**src/sawarq_pkg.sv**
```systemverilog
// Package: shared types and constants for the stop-and-wait ARQ receiver.
`timescale 1ns / 1ps
`default_nettype none

package sawarq_pkg;

  localparam int unsigned HDR_BYTES = 16;
  localparam logic [31:0] DATA_FRAME_TYPE = 32'd1;

  // Register index on the configuration port.
  localparam logic REG_MAX_PAYLOAD = 1'b0;
  localparam logic [9:0] MAX_PAYLOAD_RESET = 10'd1023;

  typedef enum logic [1:0] {
    VERDICT_DELIVERED = 2'd0,
    VERDICT_CHECKSUM  = 2'd1,
    VERDICT_DUPLICATE = 2'd2,
    VERDICT_MALFORMED = 2'd3
  } verdict_t;

  typedef struct packed {
    logic [7:0] rx_byte;
    logic       link_drop;
  } in_item_t;

  typedef struct packed {
    verdict_t    verdict;
    logic        ack_req;
    logic        ack_seq;
    logic [31:0] frame_sequence;
    logic [9:0]  frame_length;
  } result_t;

endpackage

`default_nettype wire

```
**src/sawarq_cfg.sv**
```systemverilog
// APB-style configuration register block (max_payload).
`timescale 1ns / 1ps
`default_nettype none

module sawarq_cfg
  import sawarq_pkg::*;
(
  input  wire logic        clk,
  input  wire logic        rst,
  input  wire logic        psel,
  input  wire logic        penable,
  input  wire logic        pwrite,
  input  wire logic [2:0]  paddr,
  input  wire logic [31:0] pwdata,
  output logic [31:0]      prdata,
  output logic             pready,
  output logic [9:0]       max_payload
);

  logic wr_en;

  assign pready = 1'b1;
  assign wr_en  = psel && penable && pwrite && (paddr[2] == REG_MAX_PAYLOAD);

  always_ff @(posedge clk) begin
    if (rst) begin
      max_payload <= MAX_PAYLOAD_RESET;
    end else if (wr_en) begin
      max_payload <= pwdata[9:0];
    end
  end

  always_comb begin
    prdata = '0;
    if (paddr[2] == REG_MAX_PAYLOAD) begin
      prdata = {22'd0, max_payload};
    end
  end

endmodule

`default_nettype wire

```
**src/sawarq_in_stage.sv**
```systemverilog
// Input register stage: holds one accepted link byte until the core takes it.
`timescale 1ns / 1ps
`default_nettype none

module sawarq_in_stage
  import sawarq_pkg::*;
(
  input  wire logic     clk,
  input  wire logic     rst,
  input  wire logic     in_valid,
  output logic          in_stall,
  input  wire in_item_t in_item,
  input  wire logic     core_ready,
  output logic          s1_valid,
  output in_item_t      s1_item
);

  logic take;
  logic advance;

  assign advance  = s1_valid && core_ready;
  assign in_stall = s1_valid && !core_ready;
  assign take     = in_valid && !in_stall;

  always_ff @(posedge clk) begin
    if (rst) begin
      s1_valid <= 1'b0;
    end else if (take) begin
      s1_valid <= 1'b1;
    end else if (advance) begin
      s1_valid <= 1'b0;
    end
  end

  always_ff @(posedge clk) begin
    if (take) begin
      s1_item <= in_item;
    end
  end

endmodule

`default_nettype wire

```
**src/sawarq_core.sv**
```systemverilog
// Frame parser, checksum accumulator, verdict logic and result register.
`timescale 1ns / 1ps
`default_nettype none

module sawarq_core
  import sawarq_pkg::*;
(
  input  wire logic       clk,
  input  wire logic       rst,
  input  wire logic [9:0] max_payload,
  input  wire logic       s1_valid,
  input  wire in_item_t   s1_item,
  output logic            core_ready,
  output logic            res_valid,
  input  wire logic       out_stall,
  output result_t         res
);

  // Frame state
  logic        in_payload,     in_payload_next;
  logic [9:0]  byte_index,     byte_index_next;
  logic [31:0] hdr_type,       hdr_type_next;
  logic [31:0] hdr_sequence,   hdr_sequence_next;
  logic [31:0] hdr_length,     hdr_length_next;
  logic [31:0] hdr_checksum,   hdr_checksum_next;
  logic [31:0] running_sum,    running_sum_next;
  logic        expected_bit,   expected_bit_next;
  logic        last_acc_bit,   last_acc_bit_next;

  logic        fire;
  logic        emit;
  result_t     res_next;

  logic [3:0]  idx;
  logic [31:0] sum_new;
  logic [10:0] count;
  logic        judge_en;
  logic [31:0] judge_sum;
  logic [31:0] judge_chk;

  assign core_ready = !res_valid || !out_stall;
  assign fire       = s1_valid && core_ready;
  assign idx        = byte_index[3:0];
  assign sum_new    = running_sum + {24'd0, s1_item.rx_byte};
  assign count      = {1'b0, byte_index} + 11'd1;

  always_comb begin
    in_payload_next   = in_payload;
    byte_index_next   = byte_index;
    hdr_type_next     = hdr_type;
    hdr_sequence_next = hdr_sequence;
    hdr_length_next   = hdr_length;
    hdr_checksum_next = hdr_checksum;
    running_sum_next  = running_sum;
    expected_bit_next = expected_bit;
    last_acc_bit_next = last_acc_bit;
    emit              = 1'b0;
    judge_en          = 1'b0;
    judge_sum         = running_sum;
    judge_chk         = hdr_checksum;
    res_next          = '0;

    if (s1_item.link_drop) begin
      in_payload_next  = 1'b0;
      byte_index_next  = '0;
      running_sum_next = '0;
    end else if (!in_payload) begin
      // Header bytes shift into their word, big-endian.
      unique case (idx[3:2])
        2'd0:    hdr_type_next     = {hdr_type[23:0], s1_item.rx_byte};
        2'd1:    hdr_sequence_next = {hdr_sequence[23:0], s1_item.rx_byte};
        2'd2:    hdr_length_next   = {hdr_length[23:0], s1_item.rx_byte};
        default: hdr_checksum_next = {hdr_checksum[23:0], s1_item.rx_byte};
      endcase
      if (idx != 4'(HDR_BYTES - 1)) begin
        byte_index_next = {6'd0, idx + 4'd1};
      end else if (hdr_type_next != DATA_FRAME_TYPE ||
                   hdr_length_next > {22'd0, max_payload}) begin
        emit                    = 1'b1;
        res_next.verdict        = VERDICT_MALFORMED;
        res_next.ack_req        = 1'b0;
        res_next.ack_seq        = 1'b0;
        res_next.frame_sequence = hdr_sequence_next;
        res_next.frame_length   = '0;
        in_payload_next         = 1'b0;
        byte_index_next         = '0;
        running_sum_next        = '0;
      end else begin
        running_sum_next = '0;
        byte_index_next  = '0;
        if (hdr_length_next == '0) begin
          // Empty payload: judge on the last header byte.
          judge_en  = 1'b1;
          judge_sum = '0;
          judge_chk = hdr_checksum_next;
        end else begin
          in_payload_next = 1'b1;
        end
      end
    end else begin
      running_sum_next = sum_new;
      if ({21'd0, count} >= hdr_length) begin
        judge_en  = 1'b1;
        judge_sum = sum_new;
      end else begin
        byte_index_next = count[9:0];
      end
    end

    if (judge_en) begin
      emit                    = 1'b1;
      res_next.ack_req        = 1'b1;
      res_next.frame_sequence = hdr_sequence_next;
      res_next.frame_length   = hdr_length_next[9:0];
      res_next.ack_seq        = last_acc_bit;
      if (judge_sum != judge_chk) begin
        res_next.verdict = VERDICT_CHECKSUM;
      end else if (hdr_sequence_next != {31'd0, expected_bit}) begin
        res_next.verdict = VERDICT_DUPLICATE;
      end else begin
        res_next.verdict  = VERDICT_DELIVERED;
        res_next.ack_seq  = expected_bit;
        last_acc_bit_next = expected_bit;
        expected_bit_next = !expected_bit;
      end
      in_payload_next  = 1'b0;
      byte_index_next  = '0;
      running_sum_next = '0;
    end
  end

  always_ff @(posedge clk) begin
    if (rst) begin
      in_payload   <= 1'b0;
      byte_index   <= '0;
      running_sum  <= '0;
      expected_bit <= 1'b0;
      last_acc_bit <= 1'b1;
      res_valid    <= 1'b0;
    end else begin
      if (fire) begin
        in_payload   <= in_payload_next;
        byte_index   <= byte_index_next;
        running_sum  <= running_sum_next;
        expected_bit <= expected_bit_next;
        last_acc_bit <= last_acc_bit_next;
      end
      if (core_ready) begin
        res_valid <= fire && emit;
      end
    end
  end

  // Header words are fully rewritten before each use: no reset needed.
  always_ff @(posedge clk) begin
    if (fire) begin
      hdr_type     <= hdr_type_next;
      hdr_sequence <= hdr_sequence_next;
      hdr_length   <= hdr_length_next;
      hdr_checksum <= hdr_checksum_next;
    end
    if (fire && emit) begin
      res <= res_next;
    end
  end

endmodule

`default_nettype wire

```
**src/stop_and_wait_arq_receiver_unit.sv**
```systemverilog
// Top level of the stop-and-wait (alternating bit) ARQ receiver.
`timescale 1ns / 1ps
`default_nettype none

// Stop-and-wait ARQ receiver. One link byte enters per transaction on the
// input channel (rx_byte, link_drop); the stream is a 16-byte big-endian
// header (type, sequence, length, checksum) followed by length payload bytes,
// which are summed modulo 2^32. At the end of each frame one result
// transaction leaves on the output channel: verdict (delivered, checksum
// mismatch, duplicate/out of order, malformed), whether to send an ACK, the
// ACK sequence bit, and the frame's sequence and length fields. Zero-length
// frames are judged on their last header byte. link_drop discards a partial
// frame and gives no result; the alternating-bit state is kept.
// Throughput: one byte per clock while in_stall is low. Each byte is folded
// into the frame state by the logic between the input register and the result register.
// A byte's result reaches the outputs through the input register and then the result register.
// The output register lets a new byte be accepted while a result waits;
// in_stall rises only while that result is held off by out_stall and the
// input register is occupied.
// max_payload sits at byte address 0 of the APB-style port (reset 1023) and
// is sampled when a frame's last header byte is processed.

module stop_and_wait_arq_receiver_unit
  import sawarq_pkg::*;
(
  input  wire logic        clk,
  input  wire logic        rst,
  // Configuration port
  input  wire logic        psel,
  input  wire logic        penable,
  input  wire logic        pwrite,
  input  wire logic [2:0]  paddr,
  input  wire logic [31:0] pwdata,
  output logic [31:0]      prdata,
  output logic             pready,
  // Input channel
  input  wire logic        in_valid,
  output logic             in_stall,
  input  wire logic [7:0]  rx_byte,
  input  wire logic        link_drop,
  // Output channel
  output logic             out_valid,
  input  wire logic        out_stall,
  output logic [1:0]       verdict,
  output logic             ack_req,
  output logic             ack_seq,
  output logic [31:0]      frame_sequence,
  output logic [9:0]       frame_length
);

  logic [9:0] max_payload;
  in_item_t   in_item;
  in_item_t   s1_item;
  logic       s1_valid;
  logic       core_ready;
  result_t    res;

  assign in_item.rx_byte   = rx_byte;
  assign in_item.link_drop = link_drop;

  sawarq_cfg u_cfg (
    .clk         (clk),
    .rst         (rst),
    .psel        (psel),
    .penable     (penable),
    .pwrite      (pwrite),
    .paddr       (paddr),
    .pwdata      (pwdata),
    .prdata      (prdata),
    .pready      (pready),
    .max_payload (max_payload)
  );

  sawarq_in_stage u_in_stage (
    .clk        (clk),
    .rst        (rst),
    .in_valid   (in_valid),
    .in_stall   (in_stall),
    .in_item    (in_item),
    .core_ready (core_ready),
    .s1_valid   (s1_valid),
    .s1_item    (s1_item)
  );

  sawarq_core u_core (
    .clk         (clk),
    .rst         (rst),
    .max_payload (max_payload),
    .s1_valid    (s1_valid),
    .s1_item     (s1_item),
    .core_ready  (core_ready),
    .res_valid   (out_valid),
    .out_stall   (out_stall),
    .res         (res)
  );

  assign verdict        = res.verdict;
  assign ack_req        = res.ack_req;
  assign ack_seq        = res.ack_seq;
  assign frame_sequence = res.frame_sequence;
  assign frame_length   = res.frame_length;

endmodule

`default_nettype wire

```
**config.mk**
```make
export PLATFORM = sky130hd
export DESIGN_NAME = stop_and_wait_arq_receiver_unit
export DESIGN_NICKNAME = d
export VERILOG_FILES = /design/src/sawarq_pkg.sv /design/src/sawarq_cfg.sv /design/src/sawarq_in_stage.sv /design/src/sawarq_core.sv /design/src/stop_and_wait_arq_receiver_unit.sv
export SDC_FILE = /design/constraint.sdc
export NUM_CORES = 1
export LEC_CHECK = 0
export BUFFER_PORTS_ARGS = -buffer_cell sky130_fd_sc_hd__buf_4
export CELL_PAD_IN_SITES_DETAIL_PLACEMENT = 2
export CELL_PAD_IN_SITES_GLOBAL_PLACEMENT = 2
export CORE_MARGIN = 2
export CORE_UTILIZATION = 40
export DETAILED_ROUTE_END_ITERATION = 8
export HOLD_SLACK_MARGIN = 0.1
export MAX_ROUTING_LAYER = met4
export PLACE_DENSITY = 0.87
export SETUP_SLACK_MARGIN = 0.1
export SYNTH_ARGS = -nofsm -noshare
export SYNTH_HDL_FRONTEND = slang
export SYNTH_HIERARCHICAL = 1
export SYNTH_SLANG_ARGS = --single-unit
```
**constraint.sdc**
```tcl
create_clock -name clk -period 16.7 [get_ports clk]
set_clock_uncertainty 0.2 [all_clocks]
set_input_delay 3.34 -clock clk [delete_from_list [all_inputs] [get_ports clk]]
set_output_delay 3.34 -clock clk [all_outputs]
set_load 0.005 [all_outputs]
```
### After elaboration in Yosys (flattened, before gate mapping)

Index checks and enable logic that the tools add are counted.

* bits in registers: 240
* bits of input ports: 51
* output and inout bits: 81
* logic and storage cells: 122

* add/sub/neg operators: 3
* magnitude comparators: 2
* equality and inequality tests: 8
* mux-type cells: 61
* bitwise gates (word level): 5
* reduce and logical (&&, ||, !) cells: 23

Operator list (number)
* 32-bit two-way mux: 25
* 46-bit two-way mux: 5
* 10-bit two-way mux: 7
* 32-bit by 8-bit adder with 32-bit output: 1
* 11-bit by 32-bit greater-or-equal comparator with 1-bit output: 1
* 32-bit by 10-bit greater-than comparator with 1-bit output: 1
* 32-bit logical NOT: 1
* 32-bit by 1-bit != test with 1-bit output: 1
* 32-bit by 1-bit != test with 1-bit output (second input constant): 1
* 32-bit != test: 1
* 1-bit two-way mux: 21
* 10-bit by 1-bit adder with 11-bit output (second input constant): 1
* 4-bit != test (second input constant): 2
* 1-bit logical AND: 7
* 2-bit AND reduction: 3
* 1-bit logical NOT: 5
* 1-bit NOT: 5
* 4-bit by 1-bit adder with 4-bit output (second input constant): 1
* 2-bit two-way mux: 2
* 4-bit two-way mux: 1
* 4-bit by 2-bit != test with 1-bit output (second input constant): 1
* 4-bit AND reduction: 1
* 3-bit AND reduction: 1
* 3-bit OR reduction: 1
* other kinds (5): 6

### Longest topological paths before layout

Gate-level depths: netlist (run 1).

* depth after elaboration: 13
* depth in mapped cells: 21

### Cells and area by module

Netlist (run 1), hierarchy kept.

By module, submodules not included
* sawarq_core: instances 1, cells an instance 1220, area an instance 12494.5 sq um, sequential area each 6145.9 sq um
* sawarq_cfg: instances 1, cells an instance 80, area an instance 650.6 sq um, sequential area each 200.2 sq um
* sawarq_in_stage: instances 1, cells an instance 13, area an instance 320.3 sq um, sequential area each 290.3 sq um

### Worst setup path after synthesis (run 1)

No wires, ideal clock.

* path type: input to register
* start point: input out_stall
* end point: register u_core.hdr_checksum[0], enable pin
* arrival: 7.398 ns
* required time: 15.968 ns
* setup slack: 8.570 ns
* stages on the path: 4
* buffers on the path: 1
* path through: nand2_1 > nand2_1 > clkbuf_1 > nor2_1

* word-level cells in the longest chain between the ends: 4

Ends and longest elaborated chain
* from (decl): RTL line stop_and_wait_arq_receiver_unit.sv:43 `input wire logic out_stall,`
* 1-bit logical NOT: RTL line sawarq_core.sv:41 `assign core_ready = !res_valid || !out_stall;`
* 1-bit logical OR: RTL line sawarq_core.sv:41
* 1-bit logical AND: RTL line sawarq_core.sv:42 `assign fire = s1_valid && core_ready;`
* 3-bit AND reduction (no source line)
* to (signal assigned): RTL line sawarq_core.sv:160 `hdr_checksum <= hdr_checksum_next;`
* to (decl): RTL line sawarq_core.sv:25 `logic [31:0] hdr_checksum, hdr_checksum_next;`

No other way between the ends.
A chain may end at the register's enable or synchronous reset.

### Worst setup path in the final report (run 1)

* start point: input paddr[2]
* end point: output prdata[7]

* word-level cells in the longest chain between the ends: 1

Ends and longest elaborated chain
* from (decl): RTL line stop_and_wait_arq_receiver_unit.sv:32 `input wire logic [2:0] paddr,`
* 10-bit two-way mux: RTL line sawarq_cfg.sv:35 `if (paddr[2] == REG_MAX_PAYLOAD) begin`
* to (decl): RTL line stop_and_wait_arq_receiver_unit.sv:34 `output logic [31:0] prdata,`

No other way between the ends.

==> results of run 1 <==
==> cells by family (layout without fill, tap and decap cells) <==
family	count (synthesis)	count (layout)	share of synthesized area
AND/OR/NAND/NOR	548	548	0.2108
flip-flops	240	240	0.4928
AO/OA/AOI/OAI	201	201	0.09599
buffers and inverters	126	189	0.04553
multiplexers	102	102	0.08288
XOR/XNOR	63	63	0.04200
adder cells (fa/ha/maj)	31	31	0.02936
other	2	24	0.0005577
==> cell type report <==
class                      count  area (µm²)
clock buffer                  31       742.0
inverter                      40       150.1
sequential                   240        6636
antenna                        1       2.502
timing repair buffer          97       728.2
multi-input combinational    968        6326
fill                        3482       17960
tap                          448       560.5
clock inverter                21       261.5
==> layout by cell type, fill, tap and decap left out, types with 14 or more instances in the layout <==
| cell | synthesis | final |
|---|---|---|
| edfxtp_1 | 183 | 183 |
| nand2_1 | 172 | 172 |
| buf_4 | 24 | 97 |
| nor2_1 | 96 | 94 |
| mux2_2 | 75 | 75 |
| dfxtp_1 | 57 | 57 |
| a21oi_1 | 57 | 57 |
| nor2b_1 | 52 | 52 |
| o21ai_0 | 53 | 52 |
| nor3_1 | 42 | 41 |
| xnor2_1 | 39 | 39 |
| inv_1 | 40 | 38 |
| nand3_1 | 34 | 34 |
| nor4_1 | 32 | 32 |
| ha_1 | 30 | 30 |
| clkbuf_16 | 0 | 28 |
| mux2i_1 | 26 | 26 |
| conb_1 | 2 | 23 |
| xor2_1 | 23 | 23 |
| nand4_1 | 19 | 19 |
| and2_1 | 14 | 14 |
==> state kept, by name, indices dropped and copies added, names as in the netlist <==
signal,flops
u_core/res_valid,1
u_core/hdr_sequence,32
u_in_stage/s1_item,9
u_core/res,46
u_core/hdr_type,32
u_core/byte_index,10
u_core/hdr_length,32
u_in_stage/s1_valid,1
u_core/expected_bit,1
u_cfg/max_payload,10
u_core/last_acc_bit,1
u_core/in_payload,1
u_core/hdr_checksum,32
u_core/running_sum,32
==> layer usage <==
layer,GRT usage,vias to the layer above,share of wire
met5,-,-,0
met4,0.1457,0,0.055
met3,0.04709,157,0.054
met2,0.5153,425,0.51
met1,0.3380,5661,0.39
li1,-,4871,-
==> worst max-delay path: cells and delay by family <==
family,cells,cell delay [ns]
buffers and inverters,2,0.33
AND/OR/NAND/NOR,1,0.20
==> power by group through the flow <==
stage	clock network (mW)	registers [mW]	logic [mW]
floorplan	0	0.665	0.0359
global placement	0	0.671	0.0491
detailed placement	0	0.672	0.0553
CTS	0.693	0.659	0.0586
global route	0.712	0.660	0.0634
finish	0.681	0.660	0.0591
==> worst paths after layout <==
kind | start | slack, ns | to
max | paddr[2] | 9.29 | prdata[7]
min | u_core/last_acc_bit | 0.34 | u_core/last_acc_bit
max reg2reg | u_core/byte_index[2] | 10.10 | u_core/res[42]
min reg2reg | u_core/last_acc_bit | 0.34 | u_core/last_acc_bit
==> through the flow <==
| stage | util | cells |
|---|---|---|
| finish | 0.4618 | 1846 |
| global route | 0.4618 | 1846 |
| CTS | 0.4617 | 1845 |
| detailed placement | 0.4316 | 1793 |
| global placement | 0.4316 | 1793 |
| floorplan | - | 1334 |
==> flow_summary.json, run 1 <==
{
  "clk_pin_slew_ns": 0.06,
  "switching_power_mw": 0.3344,
  "cts_setup_buffers": 0,
  "stdcell_area_mm2": 0.01541,
  "num-nets-final": 1457,
  "seqPwrFrac": 0.471,
  "crit_path_top_delay_cell": "nor2b_1",
  "status": "finished clean",
  "path_cells": "buf_4, nor2b_1, buf_4",
  "tns_ns": 0,
  "synth_ff_type": "edfxtp_1",
  "pre_cts_ws_ns": 9.308,
  "cts_sinks": 240,
  "p_int_mw": 1.065,
  "ys_types": 88,
  "cts_tree": "built",
  "drtAntennaViolNets": 0,
  "cts_made_buffers": 28,
  "grt_use_total": 0.2985,
  "wl_um": 51370,
  "htree_levels": 1,
  "slew_violations": 0,
  "post-route-drc-count": 0,
  "peakVddDrop_uv": 66.62,
  "synth_seq_area_share": 0.4928,
  "hpwl_um": 33780,
  "min_path_cells": 2,
  "grt_max_degree": 69,
  "yosysTopAreaCell": "edfxtp_1",
  "relSlewSlack": 0.2459,
  "cp.required_ns": 13.16,
  "cap_violations": 0,
  "clock_latency_ns": 0.57,
  "cts_buffer_depth": 3,
  "grt-ovfl-total": 0,
  "p_leak_nw": 5.149,
  "worstHoldPathType": "flop to flop",
  "rsz0062_at_grt": "no",
  "cp-end-kind": "output port",
  "port_buffers": 84,
  "setup_ws_ns": 9.288,
  "critPathMaxFanout": 11,
  "arrival_ns": 3.87,
  "dpl_cell_area_mm2": 0.01440,
  "r2r_cells": 15,
  "hold_buffers": 0,
  "grt_pass1_vias": 12250,
  "synthCells": 1313,
  "p_comb_frac": 0.042,
  "synth_edf_count": 183,
  "place_congestion": 0.8745,
  "io-pin-count": 132,
  "ys_ff_latch": 240,
  "firstDrtPassIters": 5,
  "async_flop_share": 0,
  "ctsRootBufferMaster": "clkbuf_16",
  "cpPeakStageDelay_ns": 0.20,
  "cts_resized": 0,
  "layout_min_cycle_time_ns": 7.412,
  "synthTopCellsByCount": "edfxtp_1, nand2_1, nor2_1",
  "setup_viol_count_final": 0,
  "critPathKind": "input port to output port",
  "tightest_slew_ns": 1.131,
  "vias": 11110,
  "fin_total_pwr_mw": 1.400,
  "p_clk_frac": 0.486,
  "crit_path_frequent_cell": "buf_4",
  "layout-drive-gt1-share": 0.1904,
  "synth.area.top_cells": "edfxtp_1, dfxtp_1, mux2_2",
  "grt_pass1_wl_um": 77950,
  "p_per_area_mw_per_mm2": 90.83,
  "cp-start-kind": "input port",
  "swShare": 0.2389,
  "fmax_mhz": 134.9,
  "routedWlPerCell_um": 27.83,
  "hold_violations": 0,
  "synth.avg_cell_area_um2": 10.26,
  "fp.coreArea_mm2": 0.03336,
  "die_w_um": 187.5,
  "start_util": 0.4036,
  "vias_per_cell": 6.021,
  "yosysWarningCount": 6,
  "yosysTopAreaCellShare": 0.4081,
  "syn2layout_area_growth_pct": 14.42,
  "drt_iter0_drc": 836,
  "die_h_um": 187.5,
  "hold_ws_ns": 0.3401,
  "syn_area_mm2": 0.01347,
  "fin_crit_sh": 0.4439,
  "synth_most_common_cell": "edfxtp_1",
  "row_count": 67,
  "die-area_mm2": 0.03515,
  "antenna_found_initial": 1
}
Power figures use the tool's default switching activity.
==> inputs of run 2 (changes only) <==
Settings changed: CORE_UTILIZATION 40 to 39, PLACE_DENSITY 0.87 to 0.86.
Clock period 16.7 ns to 7.3 ns, I/O delays scaled along.
==> flow_summary.json, run 2 (synthesis results as in run 1) <==
{
  "status": "finished clean",
  "worstHoldPathType": "flop to flop",
  "r2r_slack_ns": 0.87,
  "vias": 11120,
  "cp-end-kind": "flop",
  "post-route-drc-count": 0,
  "peakVddDrop_uv": 174.7,
  "numPlacedInstances": 1800,
  "row_count": 68,
  "p_leak_nw": 5.195,
  "relSlewSlack": 0.2001,
  "reg2reg_from": "u_core/byte_index[2]",
  "final_common_cell": "edfxtp_1",
  "syn2layout_area_growth_pct": 15.40,
  "cts_buffer_depth": 3,
  "r2r_cells": 15,
  "cp-start-kind": "flop",
  "n_fill_cell": 3546,
  "fp.coreArea_mm2": 0.03429,
  "grt_pass1_vias": 12230,
  "fin_crit_sh": 0.8805,
  "p_per_area_mw_per_mm2": 216.8,
  "routedWlPerCell_um": 27.30,
  "grt_use_total": 0.2871,
  "drtAntennaViolNets": 0,
  "grt_max_degree": 69,
  "die-area_mm2": 0.03603,
  "setup_ws_ns": 0.8722,
  "setup_viol_count_final": 0,
  "r2r_end": "u_core/res[42]",
  "finalCoreUtilization": 0.4532,
  "tns_ns": 0,
  "largest_register_ffs": 46,
  "num-nets-final": 1459,
  "cp-endpoint": "u_core/res[42]",
  "tightest_slew_ns": 1.200,
  "hpwl_um": 33290,
  "die_w_um": 189.8,
  "cts_tree": "built",
  "final_cell_mix": "edfxtp_1, nand2_1, buf_4, nor2_1, mux2_2",
  "die_h_um": 189.8,
  "port_buffers": 84,
  "slew_violations": 0,
  "vias_per_cell": 5.992,
  "wl_um": 50660,
  "arrival_ns": 6.54,
  "grt-ovfl-total": 0,
  "critPathMaxFanout": 46,
  "hold_violations": 0,
  "cp.required_ns": 7.42,
  "io-pin-count": 132,
  "critPathKind": "flop to flop",
  "cap_violations": 0,
  "clock_latency_ns": 0.58,
  "max_flop_register": "u_core/res",
  "hold_buffers": 0,
  "layout_min_cycle_time_ns": 6.428,
  "antenna_cells": 0,
  "pre_cts_ws_ns": 1.051,
  "clk_pin_slew_ns": 0.07,
  "start_util": 0.3927,
  "dpl_cell_area_mm2": 0.01441,
  "cts_made_buffers": 30,
  "firstDrtPassIters": 5,
  "layoutNonFillerInstCount": 1856,
  "ctsRootBufferMaster": "clkbuf_16",
  "htree_levels": 1,
  "cts_sinks": 240,
  "layout-drive-gt1-share": 0.1906,
  "crit_path_start": "u_core/byte_index[2]",
  "drt_iter0_drc": 800,
  "fmax_mhz": 155.6,
  "grt_pass1_wl_um": 76470,
  "cts_setup_buffers": 0,
  "place_congestion": 0.8714,
  "antenna_found_initial": 0,
  "cts_resized": 0,
  "rsz0062_at_grt": "no",
  "stdcell_area_mm2": 0.01554
}
## run 2: cell count changes in the layout (fill, tap and decap cells not counted), sizes merged
| cell | delta |
|---|---|
| inv | -1 |
| clkinvlp | +2 |
| diode | -1 |
| bufinv | +3 |
| clkinv | -6 |
| clkbuf | +6 |
## run 2: per-stage QoR
stage	power (mW)	hold WS [ns]
floorplan	1.604	0.2619
global placement	1.647	0.2780
detailed placement	1.661	0.3018
CTS	3.394	0.3512
global route	3.450	0.3789
finish	3.369	0.3475
## run 2: per-layer routing
| layer | vias up | global-route usage | share of wire |
|---|---|---|---|
| met5 | - | - | 0 |
| met4 | 0 | 0.1267 | 0.047 |
| met3 | 155 | 0.04224 | 0.045 |
| met2 | 395 | 0.5097 | 0.51 |
| met1 | 5702 | 0.3210 | 0.39 |
| li1 | 4869 | - | - |
## run 2: area by class of cell
cell class	instances	area, µm²	share of cell area
repair buffers	97	728.2	0.04686
clock inverters	19	321.6	0.02069
inverters	40	150.1	0.009663
clock buffers	37	807.0	0.05194
multi-input cells	968	6326	0.4071
well taps	455	569.3	0.03664
flip-flops and latches	240	6636	0.4271
## run 2: where the power goes
group / total (mW) / leakage (nW) / internal (mW) / switching [mW]
logic: 0.134 / 2.83 / 0.0429 / 0.0906
registers: 1.51 / 1.83 / 1.48 / 0.0293
clock network: 1.73 / 0.534 / 1.07 / 0.657
total: 3.37 / 5.19 / 2.59 / 0.777
## run 2: worst max-delay path, cell delays in order (launching register included)
cell and delay [ns]:
dfxtp_1 0.60, nand2b_2 0.99, mux2i_1 0.40, inv_1 0.14
ha_1 0.34, nand4_1 0.16, nor2_1 0.08, a211oi_1 0.67
nor3_1 0.28, and4_1 0.39, or3b_1 0.43, o22ai_1 0.23
o2111ai_1 0.18, or4_4 0.54, o31ai_1 0.34, a21oi_1 0.16
## run 2: how the worst min path moves through the flow
| stage | from | to | cells past startpoint |
|---|---|---|---|
| after CTS | u_core/running_sum[31] | u_core/running_sum[31] | 2 |
| after detailed placement | u_core/byte_index[1] | u_core/byte_index[1] | 2 |
| final | u_core/running_sum[31] | u_core/running_sum[31] | 2 |
| after global placement | u_core/byte_index[1] | u_core/byte_index[1] | 2 |
| after global routing | u_core/byte_index[1] | u_core/byte_index[1] | 2 |
| after floorplan | u_core/byte_index[1] | u_core/byte_index[1] | 2 |
